==> config.mk <==
export PLATFORM = sky130hd
export DESIGN_NAME = loop_iteration_scheduler_top
export DESIGN_NICKNAME = d
export VERILOG_FILES = /design/src/design/lis_pkg.sv /design/src/design/lis_div.sv /design/src/design/lis_seq.sv /design/src/design/loop_iteration_scheduler_top.sv
export SDC_FILE = /design/constraint.sdc
export NUM_CORES = 2
export LEC_CHECK = 0
export ABC_AREA = 1
export BUFFER_PORTS_ARGS = -buffer_cell sky130_fd_sc_hd__buf_2
export CORE_ASPECT_RATIO = 0.9
export CORE_MARGIN = 3
export CORE_UTILIZATION = 35
export CTS_BUF_LIST = sky130_fd_sc_hd__clkbuf_2
export DETAILED_ROUTE_END_ITERATION = 10
export GPL_ROUTABILITY_DRIVEN = 0
export GPL_TIMING_DRIVEN = 0
export PLACE_DENSITY = 0.51
export SYNTH_ARGS = -nofsm -noshare
export SYNTH_HDL_FRONTEND = slang
export SYNTH_SLANG_ARGS = --single-unit
export TNS_END_PERCENT = 20
==> constraint.sdc <==
create_clock -name clk -period 17.98 [get_ports clk]
set_input_delay 0.899 -clock clk [delete_from_list [all_inputs] [get_ports clk]]
set_output_delay 0.899 -clock clk [all_outputs]
set_load 0.01 [all_outputs]
==> src/design/lis_pkg.sv <==
package lis_pkg;

  localparam int PC_W  = 6;
  localparam int DIV_W = 32;

  // Request commands.
  localparam logic [1:0] CMD_BLOCK   = 2'd0;
  localparam logic [1:0] CMD_CHUNKED = 2'd1;
  localparam logic [1:0] CMD_DYNAMIC = 2'd2;
  localparam logic [1:0] CMD_GUIDED  = 2'd3;

  // Result status codes.
  localparam logic [1:0] ST_OK       = 2'd0;
  localparam logic [1:0] ST_ZERO     = 2'd1;
  localparam logic [1:0] ST_TRUNC    = 2'd2;
  localparam logic [1:0] ST_NO_RANGE = 2'd3;

  typedef enum logic [4:0] {
    OP_LOAD,
    OP_SETUP,
    OP_NOP,
    OP_DIV_SPAN_N,
    OP_DIV_SPAN_CH,
    OP_DIV_CNT,
    OP_DIV_RUN,
    OP_BLK_MUL,
    OP_BLK_BEG,
    OP_BLK_END,
    OP_NO_RANGE,
    OP_EMIT,
    OP_CH_TOTAL,
    OP_CH_CNT,
    OP_CH_RANGE,
    OP_ZERO_CHUNK,
    OP_DYN_BEG,
    OP_DYN_SIZE,
    OP_GD_SIZE,
    OP_DYN_FIN
  } op_t;

  typedef enum logic [3:0] {
    C_NONE,
    C_ALWAYS,
    C_DYN,
    C_GUIDED,
    C_BAD_RANK,
    C_CHUNKED,
    C_CHUNK_ZERO,
    C_K_GE_TOTAL,
    C_SPAN_NONPOS,
    C_MORE
  } cond_t;

  typedef struct packed {
    op_t             op;
    cond_t           cond;
    logic [PC_W-1:0] target;
  } ctl_t;

  typedef struct packed {
    logic in_valid;
    logic div_busy;
    logic out_full;
    logic dyn;
    logic guided;
    logic bad_rank;
    logic chunked;
    logic chunk_zero;
    logic k_ge_total;
    logic span_nonpos;
    logic more;
  } flags_t;

  // Entry points of the microprogram.
  localparam logic [PC_W-1:0] L_FETCH    = 6'd0;
  localparam logic [PC_W-1:0] L_NO_RANGE = 6'd10;
  localparam logic [PC_W-1:0] L_CHUNKED  = 6'd12;
  localparam logic [PC_W-1:0] L_RANGE    = 6'd20;
  localparam logic [PC_W-1:0] L_ZERO     = 6'd23;
  localparam logic [PC_W-1:0] L_DYN      = 6'd25;
  localparam logic [PC_W-1:0] L_DYN_SIZE = 6'd26;
  localparam logic [PC_W-1:0] L_GUIDED   = 6'd27;
  localparam logic [PC_W-1:0] L_DYN_FIN  = 6'd31;

  function automatic ctl_t cw(op_t op, cond_t cond, logic [PC_W-1:0] target);
    ctl_t w;
    w.op     = op;
    w.cond   = cond;
    w.target = target;
    return w;
  endfunction

  function automatic ctl_t rom_word(logic [PC_W-1:0] pc);
    ctl_t w;
    unique case (pc)
      6'd0:  w = cw(OP_LOAD,        C_NONE,        L_FETCH);
      6'd1:  w = cw(OP_SETUP,       C_DYN,         L_DYN);
      6'd2:  w = cw(OP_NOP,         C_BAD_RANK,    L_NO_RANGE);
      6'd3:  w = cw(OP_NOP,         C_CHUNKED,     L_CHUNKED);
      6'd4:  w = cw(OP_DIV_SPAN_N,  C_NONE,        L_FETCH);
      6'd5:  w = cw(OP_DIV_RUN,     C_NONE,        L_FETCH);
      6'd6:  w = cw(OP_BLK_MUL,     C_NONE,        L_FETCH);
      6'd7:  w = cw(OP_BLK_BEG,     C_NONE,        L_FETCH);
      6'd8:  w = cw(OP_BLK_END,     C_NONE,        L_FETCH);
      6'd9:  w = cw(OP_EMIT,        C_ALWAYS,      L_FETCH);
      6'd10: w = cw(OP_NO_RANGE,    C_NONE,        L_FETCH);
      6'd11: w = cw(OP_EMIT,        C_ALWAYS,      L_FETCH);
      6'd12: w = cw(OP_NOP,         C_CHUNK_ZERO,  L_ZERO);
      6'd13: w = cw(OP_DIV_SPAN_CH, C_NONE,        L_FETCH);
      6'd14: w = cw(OP_DIV_RUN,     C_NONE,        L_FETCH);
      6'd15: w = cw(OP_CH_TOTAL,    C_NONE,        L_FETCH);
      6'd16: w = cw(OP_NOP,         C_K_GE_TOTAL,  L_NO_RANGE);
      6'd17: w = cw(OP_DIV_CNT,     C_NONE,        L_FETCH);
      6'd18: w = cw(OP_DIV_RUN,     C_NONE,        L_FETCH);
      6'd19: w = cw(OP_CH_CNT,      C_NONE,        L_FETCH);
      6'd20: w = cw(OP_CH_RANGE,    C_NONE,        L_FETCH);
      6'd21: w = cw(OP_EMIT,        C_MORE,        L_RANGE);
      6'd22: w = cw(OP_NOP,         C_ALWAYS,      L_FETCH);
      6'd23: w = cw(OP_ZERO_CHUNK,  C_NONE,        L_FETCH);
      6'd24: w = cw(OP_EMIT,        C_ALWAYS,      L_FETCH);
      6'd25: w = cw(OP_DYN_BEG,     C_GUIDED,      L_GUIDED);
      6'd26: w = cw(OP_DYN_SIZE,    C_ALWAYS,      L_DYN_FIN);
      6'd27: w = cw(OP_NOP,         C_SPAN_NONPOS, L_DYN_SIZE);
      6'd28: w = cw(OP_DIV_SPAN_N,  C_NONE,        L_FETCH);
      6'd29: w = cw(OP_DIV_RUN,     C_NONE,        L_FETCH);
      6'd30: w = cw(OP_GD_SIZE,     C_NONE,        L_FETCH);
      6'd31: w = cw(OP_DYN_FIN,     C_NONE,        L_FETCH);
      6'd32: w = cw(OP_EMIT,        C_ALWAYS,      L_FETCH);
      default: w = cw(OP_NOP,       C_ALWAYS,      L_FETCH);
    endcase
    return w;
  endfunction

endpackage

==> src/design/lis_div.sv <==
// Restoring divider, one quotient bit per cycle.
module lis_div (
  input  logic                           clk,
  input  logic                           rst,
  input  logic                           start,
  input  logic [lis_pkg::DIV_W-1:0]      dividend,
  input  logic [lis_pkg::DIV_W-2:0]      divisor,
  output logic                           busy,
  output logic [lis_pkg::DIV_W-1:0]      quotient,
  output logic [lis_pkg::DIV_W-1:0]      remainder
);

  localparam int W   = lis_pkg::DIV_W;
  localparam int CW  = $clog2(W);

  logic [CW-1:0] count;
  logic [W-2:0]  dsr;
  logic [W-1:0]  trial;
  logic          take;

  assign trial = {remainder[W-2:0], quotient[W-1]};
  assign take  = trial >= {1'b0, dsr};

  always_ff @(posedge clk) begin
    if (rst) begin
      busy  <= 1'b0;
      count <= '0;
    end else if (start) begin
      busy  <= 1'b1;
      count <= '0;
    end else if (busy) begin
      count <= count + 1'b1;
      if (count == CW'(W - 1)) begin
        busy <= 1'b0;
      end
    end
  end

  always_ff @(posedge clk) begin
    if (start) begin
      dsr       <= divisor;
      quotient  <= dividend;
      remainder <= '0;
    end else if (busy) begin
      remainder <= take ? (trial - {1'b0, dsr}) : trial;
      quotient  <= {quotient[W-2:0], take};
    end
  end

endmodule

==> src/design/lis_seq.sv <==
// Step counter and control store of the microprogram.
module lis_seq (
  input  logic            clk,
  input  logic            rst,
  input  lis_pkg::flags_t flags,
  output lis_pkg::ctl_t   ctl
);

  logic [lis_pkg::PC_W-1:0] pc;
  logic                     hold;
  logic                     taken;

  assign ctl = lis_pkg::rom_word(pc);

  always_comb begin
    unique case (ctl.op)
      lis_pkg::OP_LOAD:    hold = !flags.in_valid;
      lis_pkg::OP_DIV_RUN: hold = flags.div_busy;
      lis_pkg::OP_EMIT:    hold = flags.out_full;
      default:             hold = 1'b0;
    endcase
  end

  always_comb begin
    unique case (ctl.cond)
      lis_pkg::C_ALWAYS:      taken = 1'b1;
      lis_pkg::C_DYN:         taken = flags.dyn;
      lis_pkg::C_GUIDED:      taken = flags.guided;
      lis_pkg::C_BAD_RANK:    taken = flags.bad_rank;
      lis_pkg::C_CHUNKED:     taken = flags.chunked;
      lis_pkg::C_CHUNK_ZERO:  taken = flags.chunk_zero;
      lis_pkg::C_K_GE_TOTAL:  taken = flags.k_ge_total;
      lis_pkg::C_SPAN_NONPOS: taken = flags.span_nonpos;
      lis_pkg::C_MORE:        taken = flags.more;
      default:                taken = 1'b0;
    endcase
  end

  always_ff @(posedge clk) begin
    if (rst) begin
      pc <= lis_pkg::L_FETCH;
    end else if (!hold) begin
      pc <= taken ? ctl.target : pc + 1'b1;
    end
  end

endmodule

==> src/design/loop_iteration_scheduler_top.sv <==
// Loop iteration scheduler, driven by a microprogram of 33 steps.
// Dynamic requests do not use the divider; static block and guided requests run the
// serial divider at most once. Static chunked requests run it at most twice before the
// first range, then emit each further range without it. One request is in flight at a time.
// Synchronous active-high reset clears the step counter, the shared index, the output
// valid flag and the divider, and sets the worker count to one.
module loop_iteration_scheduler_top #(
  parameter int MAX_WORKERS = 64,
  parameter int MAX_RANGES  = 64
) (
  input  logic               clk,
  input  logic               rst,
  input  logic               in_valid,
  output logic               in_ready,
  input  logic [1:0]         command,
  input  logic [6:0]         worker_rank,
  input  logic signed [31:0] loop_first,
  input  logic signed [31:0] loop_limit,
  input  logic [30:0]        chunk_size,
  output logic               out_valid,
  input  logic               out_ready,
  output logic signed [31:0] range_begin,
  output logic signed [31:0] range_end,
  output logic               last_range,
  output logic [1:0]         status,
  input  logic               cfg_valid,
  output logic               cfg_ready,
  input  logic [6:0]         cfg_data
);

  localparam int          CNT_W  = $clog2(MAX_RANGES + 1);
  localparam logic [10:0] MAXW_L = 11'(MAX_WORKERS);

  lis_pkg::ctl_t   ctl;
  lis_pkg::flags_t flags;

  // Configuration register. Writes must be made only while the block is idle; the block itself does not enforce this.
  logic [6:0] worker_count;
  logic [6:0] n_eff;

  assign cfg_ready = 1'b1;

  always_ff @(posedge clk) begin
    if (rst) begin
      worker_count <= 7'd1;
    end else if (cfg_valid) begin
      worker_count <= cfg_data;
    end
  end

  // A count of zero is taken as one, and anything above the maximum as the maximum.
  always_comb begin
    priority if (worker_count == 7'd0) begin
      n_eff = 7'd1;
    end else if ({4'b0, worker_count} > MAXW_L) begin
      n_eff = MAXW_L[6:0];
    end else begin
      n_eff = worker_count;
    end
  end

  // Request registers, loaded by the fetch step.
  logic [1:0]  cmd_r;
  logic [6:0]  rank_r;
  logic [31:0] first_r;
  logic [31:0] limit_r;
  logic [30:0] chunk_r;

  // Working registers.
  logic [31:0]      idx;        // shared index for dynamic and guided requests
  logic [32:0]      span;       // loop length, or limit minus index, two's complement
  logic [31:0]      prod;
  logic [32:0]      total;
  logic [39:0]      off;        // offset of the current chunk from loop_first
  logic [37:0]      stepv;      // distance between two chunks of one rank
  logic [CNT_W-1:0] cnt_r;
  logic [1:0]       st_r;
  logic [31:0]      beg_r;
  logic [31:0]      size_r;
  logic [31:0]      res_beg;
  logic [31:0]      res_end;
  logic             res_last;
  logic [1:0]       res_stat;

  // Divider and its operand selection.
  logic        div_start;
  logic [31:0] div_dividend;
  logic [30:0] div_divisor;
  logic        div_busy;
  logic [31:0] q;
  logic [31:0] rem;

  logic [6:0]  r0;
  logic        r0_lt;
  logic [31:0] r0_min;
  logic [38:0] blk_prod_w;
  logic [32:0] diff_w;
  logic [32:0] cnt_w;
  logic [39:0] end_off;
  logic [33:0] dyn_end;
  logic        out_full;

  assign r0         = rank_r - 7'd1;
  assign r0_lt      = {25'b0, r0} < rem;
  assign r0_min     = r0_lt ? {25'b0, r0} : rem;
  assign blk_prod_w = {7'b0, q} * {32'b0, r0};
  assign diff_w     = {limit_r[31], limit_r} - {first_r[31], first_r};
  assign cnt_w      = {1'b0, q} + 33'd1;
  assign end_off    = off + {9'b0, chunk_r};
  assign dyn_end    = {{2{beg_r[31]}}, beg_r} + {2'b0, size_r};
  assign out_full   = out_valid && !out_ready;

  assign div_start = (ctl.op == lis_pkg::OP_DIV_SPAN_N) || (ctl.op == lis_pkg::OP_DIV_SPAN_CH)
                  || (ctl.op == lis_pkg::OP_DIV_CNT);

  always_comb begin
    unique case (ctl.op)
      lis_pkg::OP_DIV_SPAN_CH: begin
        div_dividend = span[31:0];
        div_divisor  = chunk_r;
      end
      lis_pkg::OP_DIV_CNT: begin
        // Chunks left after this rank's first, shared out over the ranks.
        div_dividend = total[31:0] - 32'd1 - {25'b0, r0};
        div_divisor  = {24'b0, n_eff};
      end
      default: begin
        div_dividend = span[31:0];
        div_divisor  = {24'b0, n_eff};
      end
    endcase
  end

  lis_div u_div (
    .clk       (clk),
    .rst       (rst),
    .start     (div_start),
    .dividend  (div_dividend),
    .divisor   (div_divisor),
    .busy      (div_busy),
    .quotient  (q),
    .remainder (rem)
  );

  // Flags for the sequencer's holds and conditional jumps.
  always_comb begin
    flags.in_valid    = in_valid;
    flags.div_busy    = div_busy;
    flags.out_full    = out_full;
    flags.dyn         = cmd_r[1];
    flags.guided      = cmd_r == lis_pkg::CMD_GUIDED;
    flags.chunked     = cmd_r == lis_pkg::CMD_CHUNKED;
    flags.bad_rank    = (rank_r == 7'd0) || (rank_r > n_eff);
    flags.chunk_zero  = chunk_r == 31'd0;
    flags.k_ge_total  = {26'b0, r0} >= total;
    flags.span_nonpos = span[32] || (span == 33'd0);
    flags.more        = cnt_r != '0;
  end

  lis_seq u_seq (
    .clk   (clk),
    .rst   (rst),
    .flags (flags),
    .ctl   (ctl)
  );

  assign in_ready = ctl.op == lis_pkg::OP_LOAD;

  // The shared index is the only datapath state that survives between requests.
  always_ff @(posedge clk) begin
    if (rst) begin
      idx <= '0;
    end else if (ctl.op == lis_pkg::OP_DYN_FIN) begin
      idx <= idx + size_r;
    end
  end

  // Datapath: each control word selects one register transfer.
  always_ff @(posedge clk) begin
    unique case (ctl.op)
      lis_pkg::OP_LOAD: begin
        if (in_valid) begin
          cmd_r   <= command;
          rank_r  <= worker_rank;
          first_r <= loop_first;
          limit_r <= loop_limit;
          chunk_r <= chunk_size;
        end
      end
      lis_pkg::OP_SETUP: begin
        // A reversed loop counts as empty.
        span <= diff_w[32] ? 33'd0 : diff_w;
      end
      lis_pkg::OP_BLK_MUL: begin
        prod <= blk_prod_w[31:0];
      end
      lis_pkg::OP_BLK_BEG: begin
        res_beg <= first_r + prod + r0_min;
      end
      lis_pkg::OP_BLK_END: begin
        // Lower ranks take one of the leftover iterations each.
        res_end  <= res_beg + q + {31'b0, r0_lt};
        res_last <= 1'b1;
        res_stat <= lis_pkg::ST_OK;
      end
      lis_pkg::OP_NO_RANGE: begin
        res_beg  <= limit_r;
        res_end  <= limit_r;
        res_last <= 1'b1;
        res_stat <= lis_pkg::ST_NO_RANGE;
      end
      lis_pkg::OP_ZERO_CHUNK: begin
        res_beg  <= first_r;
        res_end  <= first_r;
        res_last <= 1'b1;
        res_stat <= lis_pkg::ST_ZERO;
      end
      lis_pkg::OP_CH_TOTAL: begin
        // Number of chunks, counting a final partial one.
        total <= {1'b0, q} + {32'b0, rem != 32'd0};
      end
      lis_pkg::OP_CH_CNT: begin
        if (cnt_w > 33'(MAX_RANGES)) begin
          cnt_r <= CNT_W'(MAX_RANGES);
          st_r  <= lis_pkg::ST_TRUNC;
        end else begin
          cnt_r <= cnt_w[CNT_W-1:0];
          st_r  <= lis_pkg::ST_OK;
        end
        off   <= {2'b0, {31'b0, r0} * {7'b0, chunk_r}};
        stepv <= {31'b0, n_eff} * {7'b0, chunk_r};
      end
      lis_pkg::OP_CH_RANGE: begin
        // The chunk that runs past the limit is clipped to it.
        res_beg  <= first_r + off[31:0];
        res_end  <= (end_off > {7'b0, span}) ? limit_r : first_r + end_off[31:0];
        res_last <= cnt_r == CNT_W'(1);
        res_stat <= st_r;
        off      <= off + {2'b0, stepv};
        cnt_r    <= cnt_r - 1'b1;
      end
      lis_pkg::OP_DYN_BEG: begin
        beg_r <= idx;
        span  <= {limit_r[31], limit_r} - {idx[31], idx};
      end
      lis_pkg::OP_DYN_SIZE: begin
        size_r <= {1'b0, chunk_r};
      end
      lis_pkg::OP_GD_SIZE: begin
        // Guided part is the remaining share, but never below the chunk size.
        size_r <= (q < {1'b0, chunk_r}) ? {1'b0, chunk_r} : q;
      end
      lis_pkg::OP_DYN_FIN: begin
        res_beg  <= beg_r;
        res_last <= 1'b1;
        if ($signed(beg_r) >= $signed(limit_r)) begin
          res_end  <= beg_r;
          res_stat <= lis_pkg::ST_NO_RANGE;
        end else begin
          res_end  <= ($signed(dyn_end) > $signed({{2{limit_r[31]}}, limit_r}))
                    ? limit_r : dyn_end[31:0];
          res_stat <= lis_pkg::ST_OK;
        end
      end
      default: begin
      end
    endcase
  end

  // Output register. A result waits here while the sequencer moves on, and an emit
  // step stalls only while an earlier result has not yet been transferred.
  always_ff @(posedge clk) begin
    if (rst) begin
      out_valid <= 1'b0;
    end else if (ctl.op == lis_pkg::OP_EMIT && !out_full) begin
      out_valid <= 1'b1;
    end else if (out_ready) begin
      out_valid <= 1'b0;
    end
  end

  always_ff @(posedge clk) begin
    if (ctl.op == lis_pkg::OP_EMIT && !out_full) begin
      range_begin <= res_beg;
      range_end   <= res_end;
      last_range  <= res_last;
      status      <= res_stat;
    end
  end

endmodule
==> results.json <==
{
  "rsz0062_at_grt": "no",
  "synth_cells": 9478,
  "r2r-start": "rank_r[0]$_DFFE_PP_",
  "initial_core_util_pct": 35.2,
  "holdPathEnd": "u_seq.ctl[11]$_SDFF_PP1_",
  "fp.dieH_um": 436,
  "holdCritStartpoint": "rst",
  "max_freq_mhz": 101,
  "track_usage_pct": 30.9,
  "tightest_slew_ns": 1.51,
  "cts_buffer_depth": 3,
  "holdPathStages": 5,
  "ys_ff_latch": 647,
  "finalSetupViolCount": 0,
  "critPathMaxFanout": 12,
  "routed_via_density": 5.63,
  "first_pass_iters": 9,
  "regToRegEndpoint": "off[32]$_DFFE_PP_",
  "ys.flop_type": "edfxtp_1",
  "finalWirelength_mm": 336,
  "synth_area_leaders": "edfxtp_1 23%, fa_1 13%, ha_1 12%",
  "ctsHoldBuffers": 241,
  "antenna_found_initial": 34,
  "grt-ovfl-total": 0,
  "cp.required_ns": 19.43,
  "period_needed_ns": 9.91,
  "min_period_over_period_pct": 55.1,
  "slew_viol_final": 12,
  "clk_latency_ns": 1.85,
  "netlist_area_sq_mm": 0.0718,
  "detail-route-antenna-nets": 0,
  "io_buffer_count": 184,
  "io_pins": 186,
  "grt_max_degree": 37,
  "hold_path.class": "in -> reg",
  "die_w_um": 483,
  "maxCapViolCount": 1,
  "final_hold_viol_count": 0,
  "postCtsSetupBuffers": 0,
  "die-area_sq_mm": 0.211,
  "worstRegToRegCells": 25,
  "area_delta_synth_final_pct": 12.9,
  "ys_warn_count": 0,
  "critPathMaxStageDelay_ns": 0.94,
  "nets": 11400,
  "rows": 157,
  "avgRoutedWirePerCell_um": 25.9,
  "multi_input_area_sq_mm": 0.0469,
  "dp_hpwl_mm": 278,
  "synth-simple-area-share_pct": 21.5,
  "grt_pass1_wl_mm": 473,
  "crit_path_start": "rank_r[0]$_DFFE_PP_",
  "core_area_sq_mm": 0.204,
  "root_buffer": "clkbuf_2",
  "synth_most_common_cell": "nand2_1",
  "synth_top_family_by_area": "adder cells",
  "yosysTopAreaCellShare_pct": 23.0,
  "drtIter0Drc": 10100,
  "drive_gt1_share_pct": 6.71,
  "synth_compound_area_share_pct": 14.5,
  "cts_buffers": 179,
  "nFillCells": 21400,
  "fin_setup_tns_ns": 0,
  "synthMuxAreaShare_pct": 0,
  "grt_pass1_vias": 67800,
  "reg2reg_slack_ns": 8.07,
  "violations": "capacitance limit, slew limit",
  "area.sequential_sq_mm": 0.0184,
  "synth-adder-area-share_pct": 24.6,
  "synthDominantAreaCellType": "edfxtp_1",
  "synth-edff-count": 549,
  "timing.slew.headroom_pct": -0.941,
  "crit_arrival_ns": 11.36,
  "ctsResizeCount": 0,
  "async_reset_ff_share_pct": 0,
  "skew_ns": 0.211,
  "path_class": "reg -> reg",
  "ys_types": 70,
  "synth-xor-area-share_pct": 4.57,
  "synth_area_per_cell_sq_um": 7.58,
  "status": "complete, but fails checks",
  "num_vias": 73200,
  "cp_slowest_cell": "clkbuf_1",
  "cp-start-kind": "flip-flop",
  "yosysSeqAreaShare_pct": 25.7,
  "clk_pin_slew_worst_paths_ns": 0.11,
  "crit_path_end_kind": "flip-flop",
  "cts_sinks": 647,
  "tritoncts": "built",
  "htreeDepth": 4,
  "drcViolationCount": 0,
  "yosys-top-cells-count": "1889 x nand2_1, 1452 x inv_1, 1063 x nor2_1"
}
-- final cells by class --
class,instances,area share (%)
Buffer,233,1.22
Inverter,1487,6.89
Timing Repair Buffer,451,4.64
Multi-Input combinational cell,7134,57.9
Sequential cell,647,22.8
Antenna cell,21,0.0649
Tap cell,2703,4.17
Clock inverter,69,0.733
Clock buffer,256,1.58
-- stage by stage --
step,hold WS (ns),util [%],area (sq um),setup slack [ns],std cells
detailed placement,0.405,37.6,76700,8.34,12400
global route,0.142,39.8,81000,8.00,13000
global placement,0.406,37.4,76200,2.82,12400
finish,0.240,39.8,81000,8.07,13000
floorplan,0.400,-,71900,9.32,9501
CTS,0.0332,39.7,81000,8.43,13000
-- state kept, by name, summed over array words and instances (netlist names), 33 cells and up --
name and count:
total 33, stepv 38, off 40, span 33
-- placed cells by master, fill, tap and decap left out, types with 12 or more instances in the layout --
master and count:
a21boi_0 20, a21o_1 61, a21oi_1 788, a221oi_1 14, a31oi_1 73, buf_1 29, buf_2 227, buf_4 12
buf_6 12, clkbuf_1 143, clkbuf_2 261, clkinv_1 46, clkinv_2 15, conb_1 25, dfxtp_1 98, diode_2 21
dlygate4sd3_1 241, edfxtp_1 549, fa_1 464, ha_1 672, inv_1 1452, inv_2 22, nand2_1 1887, nand2_2 15
nand3_1 377, nand3b_1 16, nand4_1 128, nor2_1 1059, nor3_1 110, nor4_1 38, o211ai_1 60, o21a_1 31
o21ai_0 644, o21bai_1 43, o221ai_1 12, o22ai_1 55, or2_2 46, xnor2_1 141, xor2_1 234
-- worst max-delay path, delay by kind of cell, from the launching register on --
family / cells / cell delay [ns]
compound gates: 6 / 2.03
simple gates: 7 / 1.19
fa+ha+maj: 6 / 3.14
flops: 1 / 0.60
buf+inv: 6 / 2.67
-- cells by family (layout without fill, tap and decap cells) --
| group | count (synthesis) | count (layout) |
|---|---|---|
| xor gates and xnor gates | 375 | 375 |
| AOI/OAI and AO/OA | 1871 | 1871 |
| and+or+nand+nor | 3727 | 3727 |
| adders and majority gates | 1136 | 1136 |
| DFF | 647 | 647 |
| other | 2 | 46 |
| buffers and inverters | 1720 | 2496 |
-- per-layer routing --
metal / global-route usage [%] / wire (um) / vias up
li1: - / - / 32700
met1: 42.9 / 140000 / 35000
met2: 43.0 / 133000 / 4643
met3: 9.35 / 43700 / 808
met4: 15.4 / 19600 / 18
met5: 0.317 / 230 / -
-- how the worst max path moves through the flow --
stage / to / slack [ns] / cells past startpoint
floorplan: chunk_r[0]$_DFFE_PP_ / 9.32 / 2
global placement: chunk_r[16]$_DFFE_PP_ / 2.82 / 3
detailed placement: off[32]$_DFFE_PP_ / 8.34 / 27
CTS: off[32]$_DFFE_PP_ / 8.43 / 27
global route: res_beg[21]$_DFFE_PP_ / 8.00 / 34
finish: off[32]$_DFFE_PP_ / 8.07 / 25
Power is left out: the tool's default activity adds up to more than one toggle a clock period on the data nets, which glitch-free logic cannot reach.
